`src/rtl/core/udpb_pkg.sv`:
```
// Shared types, codes and reset values of the UDP port bind table.
package udpb_pkg;

  // Default table size
  localparam int TABLE_ENTRIES_DEF = 16;

  // Field widths
  localparam int PORT_W   = 16;
  localparam int MODE_W   = 2;
  localparam int STATUS_W = 3;
  localparam int SLOT_W   = 4;
  localparam int CFG_IDX_W = 2;

  // Request kinds
  localparam logic [MODE_W-1:0] MODE_BIND   = 2'd0;
  localparam logic [MODE_W-1:0] MODE_LOOKUP = 2'd1;
  localparam logic [MODE_W-1:0] MODE_CLOSE  = 2'd2;

  // Result status codes
  localparam logic [STATUS_W-1:0] ST_OK        = 3'd0;
  localparam logic [STATUS_W-1:0] ST_RESERVED  = 3'd1;
  localparam logic [STATUS_W-1:0] ST_NO_PORT   = 3'd2;
  localparam logic [STATUS_W-1:0] ST_BOUND     = 3'd3;
  localparam logic [STATUS_W-1:0] ST_FULL      = 3'd4;
  localparam logic [STATUS_W-1:0] ST_NOT_FOUND = 3'd5;

  // Configuration register indexes
  localparam logic [CFG_IDX_W-1:0] REG_RESERVED = 2'd0;
  localparam logic [CFG_IDX_W-1:0] REG_EPH_LOW  = 2'd1;
  localparam logic [CFG_IDX_W-1:0] REG_EPH_HIGH = 2'd2;

  // Configuration reset values
  localparam logic [PORT_W-1:0] RESERVED_RST = 16'd68;
  localparam logic [PORT_W-1:0] EPH_LOW_RST  = 16'd32768;
  localparam logic [PORT_W-1:0] EPH_HIGH_RST = 16'd60999;

  // Source of the result slot
  localparam logic [1:0] SLOT_SRC_NONE  = 2'd0;
  localparam logic [1:0] SLOT_SRC_MATCH = 2'd1;
  localparam logic [1:0] SLOT_SRC_FREE  = 2'd2;

  // Commands from controller to datapath
  typedef struct packed {
    logic                load_req;
    logic                use_cand;
    logic                alloc_init;
    logic                alloc_step;
    logic                take_cand;
    logic                bind_write;
    logic                close_clear;
    logic                res_load;
    logic [STATUS_W-1:0] res_status;
    logic [1:0]          res_slot_src;
    logic                res_port_zero;
  } udpb_cmd_t;

  // Status from datapath to controller
  typedef struct packed {
    logic [MODE_W-1:0] mode;
    logic              port_zero;
    logic              is_reserved;
    logic              match_hit;
    logic              free_hit;
    logic              cand_over;
    logic              tries_last;
  } udpb_sts_t;

endpackage

```
`src/rtl/core/udpb_datapath.sv`:
```
// Datapath: port table, configuration, request, allocation candidate and result registers.
module udpb_datapath
  import udpb_pkg::*;
#(
  parameter int TABLE_ENTRIES = TABLE_ENTRIES_DEF
) (
  input  logic                 clk,
  input  logic                 rst,
  input  logic                 cfg_we,
  input  logic [CFG_IDX_W-1:0] cfg_index,
  input  logic [PORT_W-1:0]    cfg_wdata,
  input  logic [MODE_W-1:0]    mode,
  input  logic [PORT_W-1:0]    port,
  input  udpb_cmd_t            cmd,
  output udpb_sts_t            sts,
  output logic [STATUS_W-1:0]  status,
  output logic [SLOT_W-1:0]    slot,
  output logic [PORT_W-1:0]    bound_port
);

  localparam int IDX_W = (TABLE_ENTRIES > 1) ? $clog2(TABLE_ENTRIES) : 1;
  localparam int TRY_W = $clog2(TABLE_ENTRIES + 1) + 1;

  logic [PORT_W-1:0] port_table [TABLE_ENTRIES];
  logic [PORT_W-1:0] reserved_port;
  logic [PORT_W-1:0] eph_low;
  logic [PORT_W-1:0] eph_high;
  logic [MODE_W-1:0] req_mode;
  logic [PORT_W-1:0] req_port;
  logic [PORT_W:0]   cand;
  logic [TRY_W-1:0]  tries;

  logic [PORT_W-1:0] key;
  logic              match_hit;
  logic [IDX_W-1:0]  match_idx;
  logic              free_hit;
  logic [IDX_W-1:0]  free_idx;
  logic [IDX_W-1:0]  res_idx;
  logic [IDX_W+SLOT_W-1:0] res_idx_ext;

  // Configuration registers
  always_ff @(posedge clk) begin
    if (rst) begin
      reserved_port <= RESERVED_RST;
      eph_low       <= EPH_LOW_RST;
      eph_high      <= EPH_HIGH_RST;
    end else if (cfg_we) begin
      unique case (cfg_index)
        REG_RESERVED: reserved_port <= cfg_wdata;
        REG_EPH_LOW:  eph_low       <= cfg_wdata;
        REG_EPH_HIGH: eph_high      <= cfg_wdata;
        default: ;
      endcase
    end
  end

  // Request capture and allocation candidate
  always_ff @(posedge clk) begin
    if (cmd.load_req) begin
      req_mode <= mode;
      req_port <= port;
    end else if (cmd.take_cand) begin
      req_port <= cand[PORT_W-1:0];
    end
    if (cmd.alloc_init) begin
      cand  <= (eph_low == '0) ? (PORT_W+1)'(1) : {1'b0, eph_low};
      tries <= '0;
    end else if (cmd.alloc_step) begin
      cand  <= cand + 1'b1;
      tries <= tries + 1'b1;
    end
  end

  // Match and free-slot search, lowest slot wins; port 0 never matches
  assign key = cmd.use_cand ? cand[PORT_W-1:0] : req_port;

  always_comb begin
    match_hit = 1'b0;
    match_idx = '0;
    free_hit  = 1'b0;
    free_idx  = '0;
    for (int i = TABLE_ENTRIES - 1; i >= 0; i--) begin
      if (key != '0 && port_table[i] == key) begin
        match_hit = 1'b1;
        match_idx = IDX_W'(i);
      end
      if (port_table[i] == '0) begin
        free_hit = 1'b1;
        free_idx = IDX_W'(i);
      end
    end
  end

  // Table updates
  always_ff @(posedge clk) begin
    if (rst) begin
      for (int i = 0; i < TABLE_ENTRIES; i++) begin
        port_table[i] <= '0;
      end
    end else if (cmd.bind_write) begin
      port_table[free_idx] <= req_port;
    end else if (cmd.close_clear) begin
      port_table[match_idx] <= '0;
    end
  end

  // Status to the controller
  assign sts.mode        = req_mode;
  assign sts.port_zero   = (req_port == '0);
  assign sts.is_reserved = (req_port == reserved_port);
  assign sts.match_hit   = match_hit;
  assign sts.free_hit    = free_hit;
  assign sts.cand_over   = (cand > {1'b0, eph_high});
  assign sts.tries_last  = (tries == TRY_W'(TABLE_ENTRIES));

  // Result register
  always_comb begin
    unique case (cmd.res_slot_src)
      SLOT_SRC_MATCH: res_idx = match_idx;
      SLOT_SRC_FREE:  res_idx = free_idx;
      default:        res_idx = '0;
    endcase
  end

  assign res_idx_ext = {{SLOT_W{1'b0}}, res_idx};

  always_ff @(posedge clk) begin
    if (cmd.res_load) begin
      status     <= cmd.res_status;
      slot       <= res_idx_ext[SLOT_W-1:0];
      bound_port <= cmd.res_port_zero ? '0 : req_port;
    end
  end

endmodule

```
`src/rtl/core/udpb_ctrl.sv`:
```
// Controller: sequences each request through decode and, for binds, allocation search and bind.
module udpb_ctrl
  import udpb_pkg::*;
(
  input  logic      clk,
  input  logic      rst,
  input  logic      in_valid,
  output logic      in_ready,
  output logic      out_valid,
  input  logic      out_ready,
  input  udpb_sts_t sts,
  output udpb_cmd_t cmd
);

  localparam logic [2:0] S_IDLE  = 3'd0;
  localparam logic [2:0] S_EXEC  = 3'd1;
  localparam logic [2:0] S_ALLOC = 3'd2;
  localparam logic [2:0] S_BIND  = 3'd3;
  localparam logic [2:0] S_DONE  = 3'd4;

  logic [2:0] state;
  logic [2:0] state_next;

  // State register
  always_ff @(posedge clk) begin
    if (rst) begin
      state <= S_IDLE;
    end else begin
      state <= state_next;
    end
  end

  assign in_ready  = (state == S_IDLE);
  assign out_valid = (state == S_DONE);

  // Next state and commands
  always_comb begin
    state_next = state;
    cmd = '0;
    unique case (state)
      S_IDLE: begin
        if (in_valid) begin
          cmd.load_req = 1'b1;
          state_next   = S_EXEC;
        end
      end
      S_EXEC: begin
        unique case (sts.mode)
          MODE_BIND: begin
            if (sts.is_reserved) begin
              cmd.res_load   = 1'b1;
              cmd.res_status = ST_RESERVED;
              state_next     = S_DONE;
            end else if (sts.port_zero) begin
              cmd.alloc_init = 1'b1;
              state_next     = S_ALLOC;
            end else begin
              state_next = S_BIND;
            end
          end
          MODE_LOOKUP, MODE_CLOSE: begin
            cmd.res_load = 1'b1;
            state_next   = S_DONE;
            if (sts.match_hit) begin
              cmd.res_status   = ST_OK;
              cmd.res_slot_src = SLOT_SRC_MATCH;
              cmd.close_clear  = (sts.mode == MODE_CLOSE);
            end else begin
              cmd.res_status = ST_NOT_FOUND;
            end
          end
          default: begin
            cmd.res_load   = 1'b1;
            cmd.res_status = ST_NOT_FOUND;
            state_next     = S_DONE;
          end
        endcase
      end
      S_ALLOC: begin
        cmd.use_cand = 1'b1;
        priority if (sts.cand_over) begin
          cmd.res_load      = 1'b1;
          cmd.res_status    = ST_NO_PORT;
          cmd.res_port_zero = 1'b1;
          state_next        = S_DONE;
        end else if (!sts.match_hit) begin
          cmd.take_cand = 1'b1;
          state_next    = S_BIND;
        end else if (sts.tries_last) begin
          cmd.res_load      = 1'b1;
          cmd.res_status    = ST_NO_PORT;
          cmd.res_port_zero = 1'b1;
          state_next        = S_DONE;
        end else begin
          cmd.alloc_step = 1'b1;
        end
      end
      S_BIND: begin
        cmd.res_load = 1'b1;
        state_next   = S_DONE;
        priority if (sts.match_hit) begin
          cmd.res_status = ST_BOUND;
        end else if (sts.free_hit) begin
          cmd.bind_write   = 1'b1;
          cmd.res_status   = ST_OK;
          cmd.res_slot_src = SLOT_SRC_FREE;
        end else begin
          cmd.res_status = ST_FULL;
        end
      end
      S_DONE: begin
        if (out_ready) begin
          state_next = S_IDLE;
        end
      end
      default: begin
        state_next = S_IDLE;
      end
    endcase
  end

endmodule

```
`src/rtl/core/udp_port_bind_table.sv`:
```
// Top level of the UDP port bind table: controller plus datapath.
// One request (bind, lookup or close) is taken at a time and gives one result
// beat. Lookup, close and reserved refusals go from decode straight to the
// result; an explicit bind passes through the bind step first. An automatic
// bind walks the ephemeral range one candidate per cycle against all slots in
// parallel, at most TABLE_ENTRIES+1 candidates, and moves to the bind step on
// the first free candidate. The next input beat is taken the cycle after the
// result beat leaves. The table is held in flip-flops and cleared by reset;
// no clearing pass.
module udp_port_bind_table
  import udpb_pkg::*;
#(
  parameter int TABLE_ENTRIES = TABLE_ENTRIES_DEF
) (
  input  logic                 clk,
  input  logic                 rst,
  input  logic                 cfg_we,
  input  logic [CFG_IDX_W-1:0] cfg_index,
  input  logic [PORT_W-1:0]    cfg_wdata,
  input  logic                 in_valid,
  output logic                 in_ready,
  input  logic [MODE_W-1:0]    mode,
  input  logic [PORT_W-1:0]    port,
  output logic                 out_valid,
  input  logic                 out_ready,
  output logic [STATUS_W-1:0]  status,
  output logic [SLOT_W-1:0]    slot,
  output logic [PORT_W-1:0]    bound_port
);

  udpb_cmd_t cmd;
  udpb_sts_t sts;

  // Request sequencer
  udpb_ctrl u_ctrl (
    .clk       (clk),
    .rst       (rst),
    .in_valid  (in_valid),
    .in_ready  (in_ready),
    .out_valid (out_valid),
    .out_ready (out_ready),
    .sts       (sts),
    .cmd       (cmd)
  );

  // Table and result registers
  udpb_datapath #(
    .TABLE_ENTRIES (TABLE_ENTRIES)
  ) u_datapath (
    .clk        (clk),
    .rst        (rst),
    .cfg_we     (cfg_we),
    .cfg_index  (cfg_index),
    .cfg_wdata  (cfg_wdata),
    .mode       (mode),
    .port       (port),
    .cmd        (cmd),
    .sts        (sts),
    .status     (status),
    .slot       (slot),
    .bound_port (bound_port)
  );

endmodule
```
`config.mk`:
```
export PLATFORM = sky130hd
export DESIGN_NAME = udp_port_bind_table
export DESIGN_NICKNAME = d
export VERILOG_FILES = /design/src/rtl/core/udpb_pkg.sv /design/src/rtl/core/udpb_datapath.sv /design/src/rtl/core/udpb_ctrl.sv /design/src/rtl/core/udp_port_bind_table.sv
export SDC_FILE = /design/constraint.sdc
export NUM_CORES = 1
export LEC_CHECK = 0
export BUFFER_PORTS_ARGS = -buffer_cell sky130_fd_sc_hd__buf_2
export CAP_MARGIN = 5
export CELL_PAD_IN_SITES_DETAIL_PLACEMENT = 2
export CELL_PAD_IN_SITES_GLOBAL_PLACEMENT = 2
export CORE_MARGIN = 2
export CORE_UTILIZATION = 30
export DETAILED_ROUTE_END_ITERATION = 16
export MAX_ROUTING_LAYER = met4
export PLACE_DENSITY = 0.64
export SYNTH_ARGS = -nofsm -noshare
export SYNTH_HDL_FRONTEND = slang
export SYNTH_SLANG_ARGS = --single-unit
```
`constraint.sdc`:
```
create_clock -name clk -period 7.35 [get_ports clk]
set_clock_uncertainty 0.15 [all_clocks]
set_input_delay 0.735 -clock clk [delete_from_list [all_inputs] [get_ports clk]]
set_output_delay 0.735 -clock clk [all_outputs]
set_load 0.02 [all_outputs]
```
Yosys cells after proc, flatten, opt, wreduce, memory -nomap -nowiden
Memories as Yosys holds them, arrays and structs flattened. Index checks and enable logic that the tools add are counted.

Flip-flop bits (word level): 115. Memory bits (writable): 256. Output and inout bits: 25. Word-level logic and storage cells: 224. Memories kept: 1.

Memories: u_datapath.port_table (words 16, width 16, rd ports 16, clocked after memory_dff 0, write ports 16, line udpb_datapath.sv:24) `logic [PORT_W-1:0] port_table [TABLE_ENTRIES];`.

Add/sub/neg operators: 2. $lt $le $gt $ge: 1. Eq/ne operators: 31. Mux-type cells: 131. Reduce and logical (&&, ||, !) cells: 47.

Operators with widths (number): 16-bit zero test (18); 16-bit == test (17); 4-bit two-way mux (38); 16-bit two-way mux (6); 1-bit two-way mux (66); 17-bit two-way mux (2); 16-bit OR reduction (2); 3-bit two-way mux (10); 17-bit by 1-bit adder with 17-bit output, second input constant (1); 17-bit by 16-bit greater-than comparator with 1-bit output (1); 1-bit logical AND (16); 4-bit one-hot mux with 2 select lines (2); 16-bit nonzero test (1); 3-bit one-hot mux with 5 select lines (1); 4-bit one-hot mux with 3 select lines (1); 2-bit two-way mux (4); 6-bit by 1-bit adder with 6-bit output, second input constant (1); 2-bit by 1-bit == test with 1-bit output, second input constant (3); 2-bit == test, second input constant (3); 3-bit by 2-bit == test with 1-bit output, second input constant (2); 6-bit by 5-bit == test with 1-bit output, second input constant (1); 2-bit AND reduction (3); 2-bit zero test (2); 4-bit inequality test, second input constant (1); other kinds (9) (10).

Depth between registers and ports, before layout
Word-level depth: 30. Depth in mapped cells: 18.

Hierarchy
Synthesis repeated with hierarchy kept, for this count alone.

Cell total of the unflattened synthesis: 1728. Area total of the unflattened synthesis: 18997.0 µm².

By module, submodules not included: udpb_datapath (instances 1, cells an instance 1673, area each 18582.8 µm²); udpb_ctrl (instances 1, cells an instance 55, area each 414.1 µm²).

Worst setup path after synthesis
OpenSTA, ideal clock, no wires.

Path type: flip-flop to flip-flop. Start point: register u_ctrl.state[2]. End point: register u_datapath.bound_port[0] (enable). Library setup time: 549 ps. Arrival time: 4049 ps. Required time: 6651 ps. Path slack: 2602 ps. Stages on the path, launching flop included: 17. Path buffers: 6. Period minus slack after synthesis: 4748 ps. Cells stage by stage: dfxtp_1 -> or3b_1 -> buf_2 -> buf_2 -> buf_2 -> buf_1 -> mux2i_1 -> a31oi_1 -> nand4_1 -> nand2_1 -> a21oi_1 -> o211ai_2 -> buf_2 -> a31o_2 -> clkbuf_1 -> nand2_1 -> o21ai_0.

RTL lines: start, declared (line udpb_ctrl.sv:21) `logic [2:0] state;`; start signal, assigned (line udpb_ctrl.sv:29) `state <= state_next;`; end signal, assigned (line udpb_datapath.sv:131) `bound_port <= cmd.res_port_zero ? '0 : req_port;`; end, declared (line udpb_datapath.sv:18) `output logic [PORT_W-1:0] bound_port`.

==> out/metrics.csv <==
stage;metric;value;unit
synth;Post-Syn Area;0.0227;mm^2
synth;Synth Instances;2312;
die;die height;279;um
synth;share of the yosys chip area belonging to registers;46.5;%
sta;final worst path period share;91.8;%
routing;DR vias;20934;
synth;Syn Area/Cell;9.82;um^2
sta;setup_tns;0;ns
layout;# fillers;8045;
synth;number of synthesized flops with an enable pin;314;
routing;DRT Pass-1 Iters;6;
critical_path;critical path data arrival time;6.80;ns
critical_path;CP Max Fanout;25;
synth;area leader, netlist;edfxtp_1;
clock_tree;number of gates resized after cts;0;
clock_tree;CTS tree;yes;
placement;RePlAce Congestion;0.975;
grt;number of global-route vias before repair;21777;
synth;most frequent cell after synthesis;edfxtp_1;
grt;GRT overflow;0;
critical_path;CP Class;reg -> reg;
placement;Place WS;0.920;ns
die;Initial Util;30.4;%
die;core area;0.0747;mm^2
pwr;power per cell area;233;mW/mm^2
synth;largest cells by area after synthesis;edfxtp_1 42%, nor2b_1 6.3%, xnor2_1 5.1%;
routing;DRC Markers;0;
clock_tree;CTS buffer count;45;
grt;pin count of the biggest net entering global routing;67;
routing;DRT iter0 DRCs;2305;
routing;DRT antenna net count;0;
status;run status;finished clean;
run;# Max-Cap Violations;0;
pwr;Leak;8.60;nW
clock_tree;post-CTS setup buffer count;0;
sta;Hold Violations, Final;0;
synth;Synth Flop Type;edfxtp_1;
sta;final setup fails;0;
die;die width;279;um
die;I/O Pins;66;
sta;fmax;148;MHz
sta;max-slew violations;0;
clock_tree;CTS sink count;371;
sta;worst-margin pin slew;1.19;ns
sta;final worst slack;0.600;ns
critical_path;critical path required time;7.40;ns
placement;port bufs;65;
clock_tree;CTS Hold Bufs;0;
die;Core Rows;100;
placement;hpwl dp;84000;um
grt;Total GRT Usage;30.8;%
hold_path;Hold Path Class;in -> reg;
critical_path;startpoint types;flip-flop;
layout;Final Net Count;2419;
synth;area share of the largest cell type after synthesis;41.5;%
clock_tree;Root Driver;clkbuf_16;
clock_tree;clk buf depth;3;
synth;yosys warns;0;
critical_path;Critical Path Sink Type;flip-flop;
grt;antenna violations before repair;4;
routing;routed wire length per instance;35.3;um
synth;#FFs+latches synth;371;
clock_tree;clock-pin slew on the worst setup and hold paths;0.06;ns
synth;synth unique cells;89;
clock_tree;H-Tree Depth;2;
routing;vias per cell;6.23;
sta;RSZ-0062 raised after global routing;no;
layout;P&R area growth vs syn;13.8;%
routing;Post-Route WL;119000;um
synth;Mapped Nets;2377;
synth;Post-synth ARST share;0;%
pwr;Max IR drop VDD;0.113;mV
grt;first-pass GRT wire length;167000;um
clock_tree;worst skew pair latency;0.62;ns
synth;Synth top cells by count;314 x edfxtp_1, 229 x nor2b_1, 176 x nand2_1;
sta;Slew HR;20.0;%
layout;layout cell share with drive strength beyond 1;11.3;%
sta;Min Clock Period, post-route;6.75;ns
die;die area;0.0779;mm^2
placed cells by master (no fill, tap or decap), types with 20 or more instances in the layout:
cell       count
nand2_1      175
o22ai_1       45
nor4_1       107
nor2b_1      229
inv_1         87
nor2_1        54
o211ai_1      23
clkbuf_16     48
ha_1          24
nand3_1      102
o221ai_1      26
a21oi_1      152
nand4_1       54
buf_4         91
o21ai_0       61
dfxtp_1       57
edfxtp_1     314
a222oi_1      20
buf_2         65
xor2_1       118
a221oi_1      27
xnor2_1      131
nor3_1        44
worst max-delay path, stage by stage (launching register included):
cell      delay, ns
dfxtp_1        0.56
or3b_4         0.68
mux2i_2        0.78
buf_4          0.34
xnor2_1        0.15
a21oi_1        0.07
nand4_1        0.20
nand4_1        0.20
o41ai_2        0.74
o211ai_2       0.56
nand2_1        0.30
a32o_2         0.67
buf_4          0.31
o21a_1         0.61
layer usage:
layer | GRT usage [%] | wire (um) | vias to the layer above
met2 | 46.8 | 52400 | 1144
met4 | 14.8 | 6540 | 0
li1 | - | - | 8717
met5 | - | 0 | -
met3 | 6.44 | 10100 | 327
met1 | 39.0 | 49600 | 10746
worst paths after layout:
path	from	endpoint	slack, ns	cells past startpoint
hold / removal	mode[0]	u_datapath.req_mode[0]	0.17	1
setup / recovery	u_ctrl.state[1]	u_datapath.port_table[15][13]	0.60	13
hold reg to reg	u_datapath.eph_high[8]	u_datapath.eph_high[8]	0.32	2
setup reg to reg	u_ctrl.state[1]	u_datapath.port_table[15][13]	0.60	13
registers in the layout, indices dropped and copies added, names as in the netlist:
register and count:
u_datapath.status 3, u_datapath.cand 17, u_datapath.eph_high 16, u_datapath.tries 6, u_datapath.reserved_port 16, u_datapath.slot 4, u_datapath.req_mode 2, u_datapath.eph_low 16
u_datapath.bound_port 16, u_datapath.req_port 16, u_datapath.port_table 256, u_ctrl.state 3
through the flow:
| step | utilization, % | hold slack, ns | power (mW) | std cells | cell area [um^2] |
|---|---|---|---|---|---|
| detailed placement | 32.6 | 0.305 | 3.68 | 3276 | 24300 |
| finish | 34.6 | 0.168 | 6.02 | 3359 | 25800 |
| global route | 34.6 | 0.164 | 6.16 | 3358 | 25800 |
| global placement | 32.6 | 0.297 | 3.65 | 3276 | 24300 |
| floorplan | - | 0.286 | 3.11 | 2312 | 22700 |
| CTS | 34.6 | 0.155 | 6.00 | 3357 | 25800 |
final cells by class:
cell class                      count  area, um^2  share of cell area (%)
Antenna cell                        2        5.00                  0.0194
Multi-Input combinational cell   1678       11100                    43.1
Clock inverter                     17         183                   0.707
Clock buffer                       64        1310                    5.08
Inverter                          100         375                    1.45
Timing Repair Buffer              158        1050                    4.06
Sequential cell                   371       10600                    40.9
Tap cell                          969        1210                    4.69
where the power goes:
part | leakage (nW) | switching, mW | total (mW) | internal, mW
registers | 3.56 | 0.158 | 2.55 | 2.39
clock network | 0.737 | 0.962 | 2.34 | 1.38
logic | 4.30 | 0.789 | 1.13 | 0.340
total | 8.60 | 1.91 | 6.02 | 4.11
kinds of logic (layout without fill, tap and decap cells):
logic type	Yosys count	in the layout	synth area share [%]
mux	19	19	1.10
other cells	0	2	0
flops	371	371	46.5
simple gates	859	859	20.7
fa+ha+maj	24	24	1.32
buf+inv	263	339	4.69
xor+xnor	249	249	9.60
compound gates	527	527	16.0
(Power assumes the default switching activity.)
